$ cat src/rtl/msdrt_pkg.sv
// package for the multi-slot delay/repeat timer
// holds shared types, opcodes, state encoding and default sizes; no dependencies
`default_nettype none

package msdrt_pkg;

    // default sizes for the top-level parameters
    localparam int unsigned DEF_NUM_SLOTS = 16;
    localparam int unsigned DEF_TIME_BITS = 32;

    // fixed field widths
    localparam int unsigned OP_W     = 2;
    localparam int unsigned SLOT_W   = 4;
    localparam int unsigned DELAY_W  = 24;
    localparam int unsigned IVL_W    = 24;
    localparam int unsigned WORD_W   = 32;
    localparam int unsigned OWNER_W  = 16;
    localparam int unsigned COUNT_W  = 32;
    localparam int unsigned IN_DATA_W  = 104;
    localparam int unsigned OUT_DATA_W = 112;

    // item opcodes
    typedef enum logic [OP_W-1:0] {
        OP_START = 2'd0,
        OP_STOP  = 2'd1,
        OP_TICK  = 2'd2,
        OP_NONE  = 2'd3
    } t_op;

    // sequencer states
    typedef enum logic [1:0] {
        ST_IDLE  = 2'd0,
        ST_READ  = 2'd1,
        ST_EVAL  = 2'd2,
        ST_FLUSH = 2'd3
    } t_state;

    // controller to datapath
    typedef struct packed {
        logic ready;       // input channel may take an item
        logic take_item;   // item accepted this cycle
        logic issue_read;  // read slot tables at scan index
        logic evaluate;    // examine the slot whose tables were read
        logic flush;       // hand the held result on as the final one
    } t_cmd;

    // datapath to controller
    typedef struct packed {
        logic tick_item;   // offered item is a tick
        logic scan_end;    // scan index is at the last slot
        logic eval_done;   // slot examination finished this cycle
        logic flush_done;  // nothing left held for this tick
    } t_status;

endpackage

`default_nettype wire

$ cat src/rtl/multi_slot_delay_repeat_timer_top.sv
// top level of the multi-slot delay/repeat timer
// depends on msdrt_pkg, msdrt_ctrl and msdrt_dp
//
// channel   dir  signals                          content
// s_axis    in   i_s_tvalid o_s_tready i_s_tdata  start, stop or tick item
// m_axis    out  o_m_tvalid i_m_tready o_m_tdata  one expiry, tlast on the last of a tick
//                o_m_tlast
//
// start and stop are taken in idle; a tick runs the slot scan and then a flush,
// the scan reading the slot tables through one registered port
// (a read state, then an examine and write-back state per slot)
// reset clears the tick counter and every slot's active and delay flags
// a stalled result output holds the scan once a second firing slot is found
`default_nettype none

module multi_slot_delay_repeat_timer_top
    import msdrt_pkg::*;
#(
    parameter int unsigned NUM_SLOTS = DEF_NUM_SLOTS,
    parameter int unsigned TIME_BITS = DEF_TIME_BITS
) (
    input  wire                   i_clk,
    input  wire                   i_rst_n,
    input  wire                   i_s_tvalid,
    output logic                  o_s_tready,
    // op[1:0] timer_slot[5:2] repeat_req[6] delay[30:7] interval[54:31]
    // custom[86:55] owner[102:87] zero[103]
    input  wire [IN_DATA_W-1:0]   i_s_tdata,
    output logic                  o_m_tvalid,
    input  wire                   i_m_tready,
    // fired_slot[3:0] user_word[35:4] destination[51:36] fire_count[83:52]
    // period[107:84] zero[111:108]
    output logic [OUT_DATA_W-1:0] o_m_tdata,
    output logic                  o_m_tlast
);

    t_cmd    cmd;
    t_status status;

    logic [SLOT_W-1:0]  fired_slot;
    logic [WORD_W-1:0]  user_word;
    logic [OWNER_W-1:0] destination;
    logic [COUNT_W-1:0] fire_count;
    logic [IVL_W-1:0]   period;

    // sequencer
    msdrt_ctrl u_ctrl (
        .i_clk      (i_clk),
        .i_rst_n    (i_rst_n),
        .i_s_tvalid (i_s_tvalid),
        .i_status   (status),
        .o_cmd      (cmd)
    );

    // datapath
    msdrt_dp #(
        .NUM_SLOTS (NUM_SLOTS),
        .TIME_BITS (TIME_BITS)
    ) u_dp (
        .i_clk         (i_clk),
        .i_rst_n       (i_rst_n),
        .i_cmd         (cmd),
        .o_status      (status),
        .i_op          (i_s_tdata[1:0]),
        .i_timer_slot  (i_s_tdata[5:2]),
        .i_repeat_req  (i_s_tdata[6]),
        .i_delay       (i_s_tdata[30:7]),
        .i_interval    (i_s_tdata[54:31]),
        .i_custom      (i_s_tdata[86:55]),
        .i_owner       (i_s_tdata[102:87]),
        .i_m_tready    (i_m_tready),
        .o_m_tvalid    (o_m_tvalid),
        .o_fired_slot  (fired_slot),
        .o_user_word   (user_word),
        .o_destination (destination),
        .o_fire_count  (fire_count),
        .o_period      (period),
        .o_last        (o_m_tlast)
    );

    // result packing
    assign o_s_tready = cmd.ready;
    assign o_m_tdata  = {4'd0, period, fire_count, destination, user_word, fired_slot};

endmodule

`default_nettype wire

$ cat src/rtl/msdrt_ctrl.sv
// sequencer for the timer: idle, per-slot read and evaluate, final flush
// depends on msdrt_pkg
`default_nettype none

module msdrt_ctrl
    import msdrt_pkg::*;
(
    input  wire          i_clk,
    input  wire          i_rst_n,
    input  wire          i_s_tvalid,
    input  wire t_status i_status,
    output t_cmd         o_cmd
);

    t_state r_state;
    t_state n_state;

    // state register
    always_ff @(posedge i_clk) begin
        if (!i_rst_n) begin
            r_state <= ST_IDLE;
        end else begin
            r_state <= n_state;
        end
    end

    // next state
    always_comb begin
        n_state = r_state;
        case (r_state)
            ST_IDLE: begin
                if (i_s_tvalid && i_status.tick_item) begin
                    n_state = ST_READ;
                end
            end
            ST_READ: begin
                n_state = ST_EVAL;
            end
            ST_EVAL: begin
                if (i_status.eval_done) begin
                    n_state = i_status.scan_end ? ST_FLUSH : ST_READ;
                end
            end
            ST_FLUSH: begin
                if (i_status.flush_done) begin
                    n_state = ST_IDLE;
                end
            end
            default: begin
                n_state = ST_IDLE;
            end
        endcase
    end

    // commands, input held off while reset is asserted
    always_comb begin
        o_cmd = '0;
        case (r_state)
            ST_IDLE: begin
                o_cmd.ready     = i_rst_n;
                o_cmd.take_item = i_s_tvalid && i_rst_n;
            end
            ST_READ: begin
                o_cmd.issue_read = 1'b1;
            end
            ST_EVAL: begin
                o_cmd.evaluate = 1'b1;
            end
            ST_FLUSH: begin
                o_cmd.flush = 1'b1;
            end
            default: begin
                o_cmd = '0;
            end
        endcase
    end

endmodule

`default_nettype wire

$ cat src/rtl/msdrt_dp.sv
// datapath for the timer: tick counter, slot tables, scan index,
// held result and output register; depends on msdrt_pkg
`default_nettype none

module msdrt_dp
    import msdrt_pkg::*;
#(
    parameter int unsigned NUM_SLOTS = DEF_NUM_SLOTS,
    parameter int unsigned TIME_BITS = DEF_TIME_BITS
) (
    input  wire                  i_clk,
    input  wire                  i_rst_n,
    input  wire t_cmd            i_cmd,
    output t_status              o_status,
    // input item fields
    input  wire [OP_W-1:0]       i_op,
    input  wire [SLOT_W-1:0]     i_timer_slot,
    input  wire                  i_repeat_req,
    input  wire [DELAY_W-1:0]    i_delay,
    input  wire [IVL_W-1:0]      i_interval,
    input  wire [WORD_W-1:0]     i_custom,
    input  wire [OWNER_W-1:0]    i_owner,
    // result channel
    input  wire                  i_m_tready,
    output logic                 o_m_tvalid,
    output logic [SLOT_W-1:0]    o_fired_slot,
    output logic [WORD_W-1:0]    o_user_word,
    output logic [OWNER_W-1:0]   o_destination,
    output logic [COUNT_W-1:0]   o_fire_count,
    output logic [IVL_W-1:0]     o_period,
    output logic                 o_last
);

    localparam int unsigned IDX_W = (NUM_SLOTS > 1) ? $clog2(NUM_SLOTS) : 1;
    localparam int unsigned CMP_W = ((IDX_W > SLOT_W) ? IDX_W : SLOT_W) + 1;

    // slot tables
    logic                 mem_periodic [NUM_SLOTS];
    logic [TIME_BITS-1:0] mem_due      [NUM_SLOTS];
    logic [TIME_BITS-1:0] mem_next     [NUM_SLOTS];
    logic [IVL_W-1:0]     mem_period   [NUM_SLOTS];
    logic [WORD_W-1:0]    mem_user     [NUM_SLOTS];
    logic [OWNER_W-1:0]   mem_owner    [NUM_SLOTS];
    logic [COUNT_W-1:0]   mem_count    [NUM_SLOTS];

    // registered read data
    logic                 r_rd_periodic;
    logic [TIME_BITS-1:0] r_rd_due;
    logic [TIME_BITS-1:0] r_rd_next;
    logic [IVL_W-1:0]     r_rd_period;
    logic [WORD_W-1:0]    r_rd_user;
    logic [OWNER_W-1:0]   r_rd_owner;
    logic [COUNT_W-1:0]   r_rd_count;

    logic [NUM_SLOTS-1:0] r_active;
    logic [NUM_SLOTS-1:0] r_in_delay;
    logic [TIME_BITS-1:0] r_now;
    logic [IDX_W-1:0]     r_idx;

    // held result of this tick
    logic                 r_pend_valid;
    logic [SLOT_W-1:0]    r_pend_slot;
    logic [WORD_W-1:0]    r_pend_user;
    logic [OWNER_W-1:0]   r_pend_owner;
    logic [COUNT_W-1:0]   r_pend_count;
    logic [IVL_W-1:0]     r_pend_period;

    // output register
    logic                 r_out_valid;
    logic [SLOT_W-1:0]    r_out_slot;
    logic [WORD_W-1:0]    r_out_user;
    logic [OWNER_W-1:0]   r_out_owner;
    logic [COUNT_W-1:0]   r_out_count;
    logic [IVL_W-1:0]     r_out_period;
    logic                 r_out_last;

    // item decode
    logic [CMP_W-1:0]     slot_ext;
    logic                 slot_ok;
    logic [IDX_W-1:0]     slot_idx;
    logic                 do_start;
    logic                 do_stop;
    logic                 do_tick;
    logic [TIME_BITS-1:0] dly_ext;
    logic [TIME_BITS-1:0] ivl_ext;
    logic [TIME_BITS-1:0] start_base;
    logic [TIME_BITS-1:0] start_due;
    logic [TIME_BITS-1:0] start_next;

    assign slot_ext   = CMP_W'(i_timer_slot);
    assign slot_ok    = slot_ext < CMP_W'(NUM_SLOTS);
    assign slot_idx   = slot_ext[IDX_W-1:0];
    assign do_start   = i_cmd.take_item && (i_op == OP_START) && slot_ok;
    assign do_stop    = i_cmd.take_item && (i_op == OP_STOP) && slot_ok;
    assign do_tick    = i_cmd.take_item && (i_op == OP_TICK);
    assign dly_ext    = TIME_BITS'(i_delay);
    assign ivl_ext    = TIME_BITS'(i_interval);
    assign start_base = r_now + ((i_delay != '0) ? dly_ext : ivl_ext);
    assign start_due  = start_base;
    assign start_next = (i_delay != '0) ? (start_base + ivl_ext) : start_base;

    // slot examination
    logic                 out_free;
    logic [TIME_BITS-1:0] since_due;
    logic                 hit;
    logic                 leave_delay;
    logic                 fire;
    logic                 fire_ok;
    logic                 eval_done;
    logic [COUNT_W-1:0]   new_count;
    logic [TIME_BITS-1:0] new_due;

    assign out_free    = !r_out_valid || i_m_tready;
    assign since_due   = r_now - r_rd_due;
    assign hit         = r_active[r_idx] && !since_due[TIME_BITS-1];
    assign leave_delay = i_cmd.evaluate && hit && r_in_delay[r_idx];
    assign fire        = i_cmd.evaluate && hit && !r_in_delay[r_idx];
    assign fire_ok     = fire && (!r_pend_valid || out_free);
    assign eval_done   = i_cmd.evaluate && (!fire || fire_ok);
    assign new_count   = (r_rd_count == '1) ? r_rd_count : (r_rd_count + 1'b1);
    assign new_due     = (r_rd_period == '0) ? r_now
                                             : (r_rd_due + TIME_BITS'(r_rd_period));

    // table write port, shared between start and evaluation
    logic [IDX_W-1:0] wr_addr;
    assign wr_addr = i_cmd.evaluate ? r_idx : slot_idx;

    always_ff @(posedge i_clk) begin
        if (do_start) begin
            mem_periodic[wr_addr] <= i_repeat_req;
            mem_next[wr_addr]     <= start_next;
            mem_period[wr_addr]   <= i_interval;
            mem_user[wr_addr]     <= i_custom;
            mem_owner[wr_addr]    <= i_owner;
        end
        if (do_start || fire_ok) begin
            mem_count[wr_addr] <= do_start ? '0 : new_count;
        end
        if (do_start || leave_delay || (fire_ok && r_rd_periodic)) begin
            mem_due[wr_addr] <= do_start ? start_due
                              : (leave_delay ? r_rd_next : new_due);
        end
    end

    // table read port
    always_ff @(posedge i_clk) begin
        if (i_cmd.issue_read) begin
            r_rd_periodic <= mem_periodic[r_idx];
            r_rd_due      <= mem_due[r_idx];
            r_rd_next     <= mem_next[r_idx];
            r_rd_period   <= mem_period[r_idx];
            r_rd_user     <= mem_user[r_idx];
            r_rd_owner    <= mem_owner[r_idx];
            r_rd_count    <= mem_count[r_idx];
        end
    end

    // slot flags, tick counter and scan index
    always_ff @(posedge i_clk) begin
        if (!i_rst_n) begin
            r_active   <= '0;
            r_in_delay <= '0;
            r_now      <= '0;
            r_idx      <= '0;
        end else begin
            if (do_start) begin
                r_active[slot_idx]   <= 1'b1;
                r_in_delay[slot_idx] <= (i_delay != '0);
            end
            if (do_stop) begin
                r_active[slot_idx]   <= 1'b0;
                r_in_delay[slot_idx] <= 1'b0;
            end
            if (leave_delay) begin
                r_in_delay[r_idx] <= 1'b0;
            end
            if (fire_ok && !r_rd_periodic) begin
                r_active[r_idx] <= 1'b0;
            end
            if (do_tick) begin
                r_now <= r_now + 1'b1;
                r_idx <= '0;
            end else if (eval_done && (r_idx != IDX_W'(NUM_SLOTS - 1))) begin
                r_idx <= r_idx + 1'b1;
            end
        end
    end

    // held result and output register control
    logic flush_move;
    assign flush_move = i_cmd.flush && r_pend_valid && out_free;

    always_ff @(posedge i_clk) begin
        if (!i_rst_n) begin
            r_pend_valid <= 1'b0;
            r_out_valid  <= 1'b0;
        end else begin
            if (fire_ok) begin
                r_pend_valid <= 1'b1;
            end else if (flush_move) begin
                r_pend_valid <= 1'b0;
            end
            if ((fire_ok && r_pend_valid) || flush_move) begin
                r_out_valid <= 1'b1;
            end else if (i_m_tready) begin
                r_out_valid <= 1'b0;
            end
        end
    end

    // result payload
    always_ff @(posedge i_clk) begin
        if ((fire_ok && r_pend_valid) || flush_move) begin
            r_out_slot   <= r_pend_slot;
            r_out_user   <= r_pend_user;
            r_out_owner  <= r_pend_owner;
            r_out_count  <= r_pend_count;
            r_out_period <= r_pend_period;
            r_out_last   <= flush_move;
        end
        if (fire_ok) begin
            r_pend_slot   <= SLOT_W'(r_idx);
            r_pend_user   <= r_rd_user;
            r_pend_owner  <= r_rd_owner;
            r_pend_count  <= new_count;
            r_pend_period <= r_rd_period;
        end
    end

    // status back to the sequencer
    always_comb begin
        o_status.tick_item  = (i_op == OP_TICK);
        o_status.scan_end   = (r_idx == IDX_W'(NUM_SLOTS - 1));
        o_status.eval_done  = eval_done;
        o_status.flush_done = !r_pend_valid || out_free;
    end

    assign o_m_tvalid    = r_out_valid;
    assign o_fired_slot  = r_out_slot;
    assign o_user_word   = r_out_user;
    assign o_destination = r_out_owner;
    assign o_fire_count  = r_out_count;
    assign o_period      = r_out_period;
    assign o_last        = r_out_last;

endmodule

`default_nettype wire

$ cat config.mk
export PLATFORM = sky130hd
export DESIGN_NAME = multi_slot_delay_repeat_timer_top
export DESIGN_NICKNAME = d
export VERILOG_FILES = /design/src/rtl/msdrt_pkg.sv /design/src/rtl/multi_slot_delay_repeat_timer_top.sv /design/src/rtl/msdrt_ctrl.sv /design/src/rtl/msdrt_dp.sv
export SDC_FILE = /design/constraint.sdc
export NUM_CORES = 2
export LEC_CHECK = 0
export BUFFER_PORTS_ARGS = -buffer_cell sky130_fd_sc_hd__buf_2
export CAP_MARGIN = 10
export CORE_ASPECT_RATIO = 0.8
export CORE_MARGIN = 2
export CORE_UTILIZATION = 40
export DETAILED_ROUTE_END_ITERATION = 8
export PLACE_DENSITY = 0.59
export REMOVE_ABC_BUFFERS = 1
export SETUP_SLACK_MARGIN = 0.1
export SLEW_MARGIN = 20
export SYNTH_ARGS = -nofsm -noshare
export SYNTH_HDL_FRONTEND = slang
export SYNTH_SLANG_ARGS = --single-unit
$ cat constraint.sdc
create_clock -name i_clk -period 11.3 [get_ports i_clk]
set_input_delay 1.695 -clock i_clk [delete_from_list [all_inputs] [get_ports i_clk]]
set_output_delay 1.695 -clock i_clk [all_outputs]
set_load 0.03 [all_outputs]
==> impl_metrics.json <==
{
  "port_buffers": 217,
  "slew_headroom_pct": 24.03,
  "yosysSeqAreaShare_pct": 76.11,
  "synth-seq-cells": 3162,
  "ir_drop_uv": 127.8,
  "layout-drive-gt1-share_pct": 27.96,
  "clock-root-buffer": "clkbuf_16",
  "drtIter0Drc": 6746,
  "via_per_inst": 5.710,
  "power_frac_comb_pct": 2.8,
  "cts_sinks": 3162,
  "arrival_ns": 9.23,
  "critPathLaunchType": "input port",
  "min_period_ns": 8.639,
  "vias": 60346,
  "wl_per_cell_um": 29.97,
  "syn2layout_area_growth_pct": 14.16,
  "instances_no_fill": 10568,
  "slowest_delay_ns": 0.71,
  "grt-ovfl-total": 0,
  "grt_pass1_wl_um": 449500,
  "initial_core_util_pct": 40.24,
  "ant_nets": 0,
  "die_x_um": 626.0,
  "internal-power_mw": 19.19,
  "gp_congestion": 0.9044,
  "critPathCaptureType": "register",
  "drv_cap": 0,
  "cpMaxStageDelayCell": "nor4_1",
  "syn_area_mm2": 0.1238,
  "ctsHoldBuffers": 0,
  "layout.nets": 6391,
  "p_per_area_mw_per_mm2": 171.1,
  "hold_depth": 0,
  "ys.flop_type": "edfxtp_1",
  "switching_share_pct": 20.62,
  "power_leakage_nw": 43.68,
  "rsz0062_at_grt": "false",
  "antenna_found_initial": 34,
  "grtUsageTotal_pct": 19.96,
  "totalWireLength_um": 316800,
  "worst-setup-path-type": "input port to register",
  "cts.repair.resized": 0,
  "core_mm2": 0.3076,
  "first_pass_iters": 5,
  "maxSlewViolCount": 0,
  "grt_max_degree": 107,
  "clockBufferDepth": 4,
  "power.switching_mw": 4.986,
  "synth-edff-count": 3090,
  "fin_hold_ws_ns": 0.3898,
  "synthCells": 5726,
  "cts_max_level": 5,
  "synth_warnings": 0,
  "die_area_mm2": 0.3140,
  "cpMostUsedCell": "ha_1",
  "synthArstFlopShare_pct": 0,
  "outcome": "finished clean",
  "io_pins": 223,
  "syn_area_per_cell_um2": 21.62,
  "fin_skew_ns": 0.09008,
  "worstSkewPairLatency_ns": 0.92,
  "hpwl_um": 171100,
  "cts_made_buffers": 322,
  "finalSetupViolations": 0,
  "clock_power_share_pct": 43.5,
  "worstMarginPinSlew_ns": 1.132,
  "max_freq_mhz": 115.8,
  "cp.required_ns": 11.89,
  "crit_path_max_fanout": 24,
  "cts_post_setup_buffers_inserted": 0,
  "grt_pass1_vias": 60735,
  "dpl.cell_count": 9985,
  "worstPathCellList": "buf_2 -> nor4_1 -> nand4_1 -> nor2_4 -> a21o_1 -> ha_1 -> and2b_1 -> o31a_2 -> o31ai_1 -> nand2_1 -> a41oi_1 -> xor2_1 -> inv_1 -> ha_1 -> and3_1 -> and2_1 -> a221o_1 -> or3_1 -> o22ai_1 -> o21bai_1 -> a41o_1 -> nor3b_1 -> xnor2_2",
  "drc": 0,
  "die_y_um": 501.6,
  "min_period_over_period_pct": 76.45,
  "hold_path.class": "register to register",
  "r2r_cells": 20,
  "seqPwrFrac_pct": 53.7,
  "tns_ns": 0,
  "hold_viol": 0,
  "num_rows": 182,
  "cts_tree": "done",
  "yosysUniqueCellTypes": 83,
  "clk_pin_slew_ns": 0.06
}
routing by layer:
layer / share of wire [%] / global-route usage, %
met5: 0.045 / 0
met4: 2.5 / 4.959
met3: 6.4 / 2.897
met2: 47 / 31.81
met1: 44 / 29.03
critical path: cells and delay by family:
| kind | cells | cell delay, ns |
|---|---|---|
| AO/OA/AOI/OAI | 8 | 2.64 |
| XOR/XNOR | 2 | 0.91 |
| adder cells (fa/ha/maj) | 2 | 0.63 |
| buffers and inverters | 2 | 0.23 |
| AND/OR/NAND/NOR | 9 | 3.10 |
cell families (layout without fill, tap and decap cells):
kind of cell,count (synthesis),in the layout,share of synthesized area (%)
DFF,3162,3162,76.11
buffers and inverters,333,1023,1.047
xor gates and xnor gates,122,122,0.8630
adders and majority gates,114,114,1.170
other,1,13,0.003029
and+or+nand+nor,627,627,2.487
AOI/OAI and AO/OA,497,497,2.630
muxes,870,870,15.69
flip-flops by register name, indices dropped and copies added, names as in the netlist, 256 cells and up:
signal           cells
u_dp.mem_count     512
u_dp.mem_next      512
u_dp.mem_due       512
u_dp.mem_owner     256
u_dp.mem_user      512
u_dp.mem_period    384
Yosys cell counts, types with 5 or more instances:
cell type / count / area, µm²
nand2b_1: 17 / 106.4
buf_4: 5 / 37.54
mux2i_1: 7 / 70.07
o22ai_1: 15 / 93.84
or2_2: 6 / 37.54
dfxtp_1: 72 / 1441
ha_1: 111 / 1389
nand4_1: 30 / 187.7
a31o_2: 6 / 52.55
inv_1: 73 / 274.0
o31ai_1: 19 / 142.6
a21oi_1: 108 / 540.5
clkbuf_1: 180 / 675.7
nand2_1: 179 / 671.9
nor3_1: 27 / 135.1
and2_1: 66 / 412.9
xnor2_1: 78 / 683.2
xor2_1: 44 / 385.4
mux2_2: 7 / 78.83
o211ai_1: 11 / 82.58
a31oi_1: 27 / 168.9
or3_1: 19 / 118.9
o21a_1: 11 / 82.58
mux4_2: 855 / 19260
edfxtp_1: 3090 / 92790
nand3_1: 41 / 205.2
o21bai_1: 12 / 90.09
a22oi_1: 6 / 45.04
buf_1: 68 / 255.2
nor2b_1: 19 / 118.9
a211oi_1: 22 / 165.2
a21boi_0: 12 / 90.09
nor2_1: 149 / 559.3
a21o_1: 68 / 510.5
nor4_1: 22 / 137.6
and4_1: 5 / 43.79
o21ai_0: 114 / 570.6
a221oi_1: 13 / 113.9
a311oi_1: 6 / 52.55
and3_1: 22 / 137.6
power by group through the flow:
stage	registers, mW	logic (mW)	clock network (mW)
after floorplan	13.3	0.481	0
after global placement	13.2	0.640	0
after detailed placement	13.2	0.668	0
after CTS	13.0	0.670	10.8
after global routing	13.0	0.726	11.2
final	13.0	0.670	10.5
path summary, 6_finish.rpt:
check	start	endpoint	slack, ns
min	u_dp.r_pend_user[6]	u_dp.o_user_word[6]	0.39
max	i_s_tdata[8]	u_dp.mem_next[0][29]	2.66
min reg2reg	u_dp.r_pend_user[6]	u_dp.o_user_word[6]	0.39
max reg2reg	u_dp.r_now[0]	u_dp.mem_next[0][29]	4.80
through the flow:
step                instance area (µm²)  utilization (%)  power [mW]  worst slack (ns)
CTS                              141200            45.91       24.41             2.611
global route                     141300            45.94       24.89             2.396
floorplan                        122800                -       13.74            -24.66
detailed placement               130900            42.56       13.91             1.695
finish                           141300            45.94       24.18             2.661
global placement                 130900            42.55       13.88             1.788
placed cells by master (no fill, tap or decap), types with 30 or more instances in the layout:
cell	synthesis	final
a21o_1	68	68
a21oi_1	108	95
and2_1	66	66
buf_2	4	217
buf_4	5	143
clkbuf_1	180	61
clkbuf_16	0	329
clkinv_1	0	62
clkinv_2	0	55
dfxtp_1	72	68
edfxtp_1	3090	3090
ha_1	111	111
inv_1	73	73
mux4_2	855	855
nand2_1	179	179
nand3_1	41	41
nand4_1	30	30
nor2_1	149	95
nor2_4	0	52
o21ai_0	114	111
xnor2_1	78	74
xor2_1	44	42
cell type report:
class / count / area, µm²
fillers: 25546 / 166300
inverters: 73 / 274.0
clock inverters: 184 / 1846
repair buffers: 376 / 2471
multi-input cells: 2234 / 28840
diodes: 9 / 22.52
clock buffers: 390 / 8462
flip-flops and latches: 3162 / 94250
well taps: 4140 / 5180
Note: power is estimated with default switching activity, not from simulation.
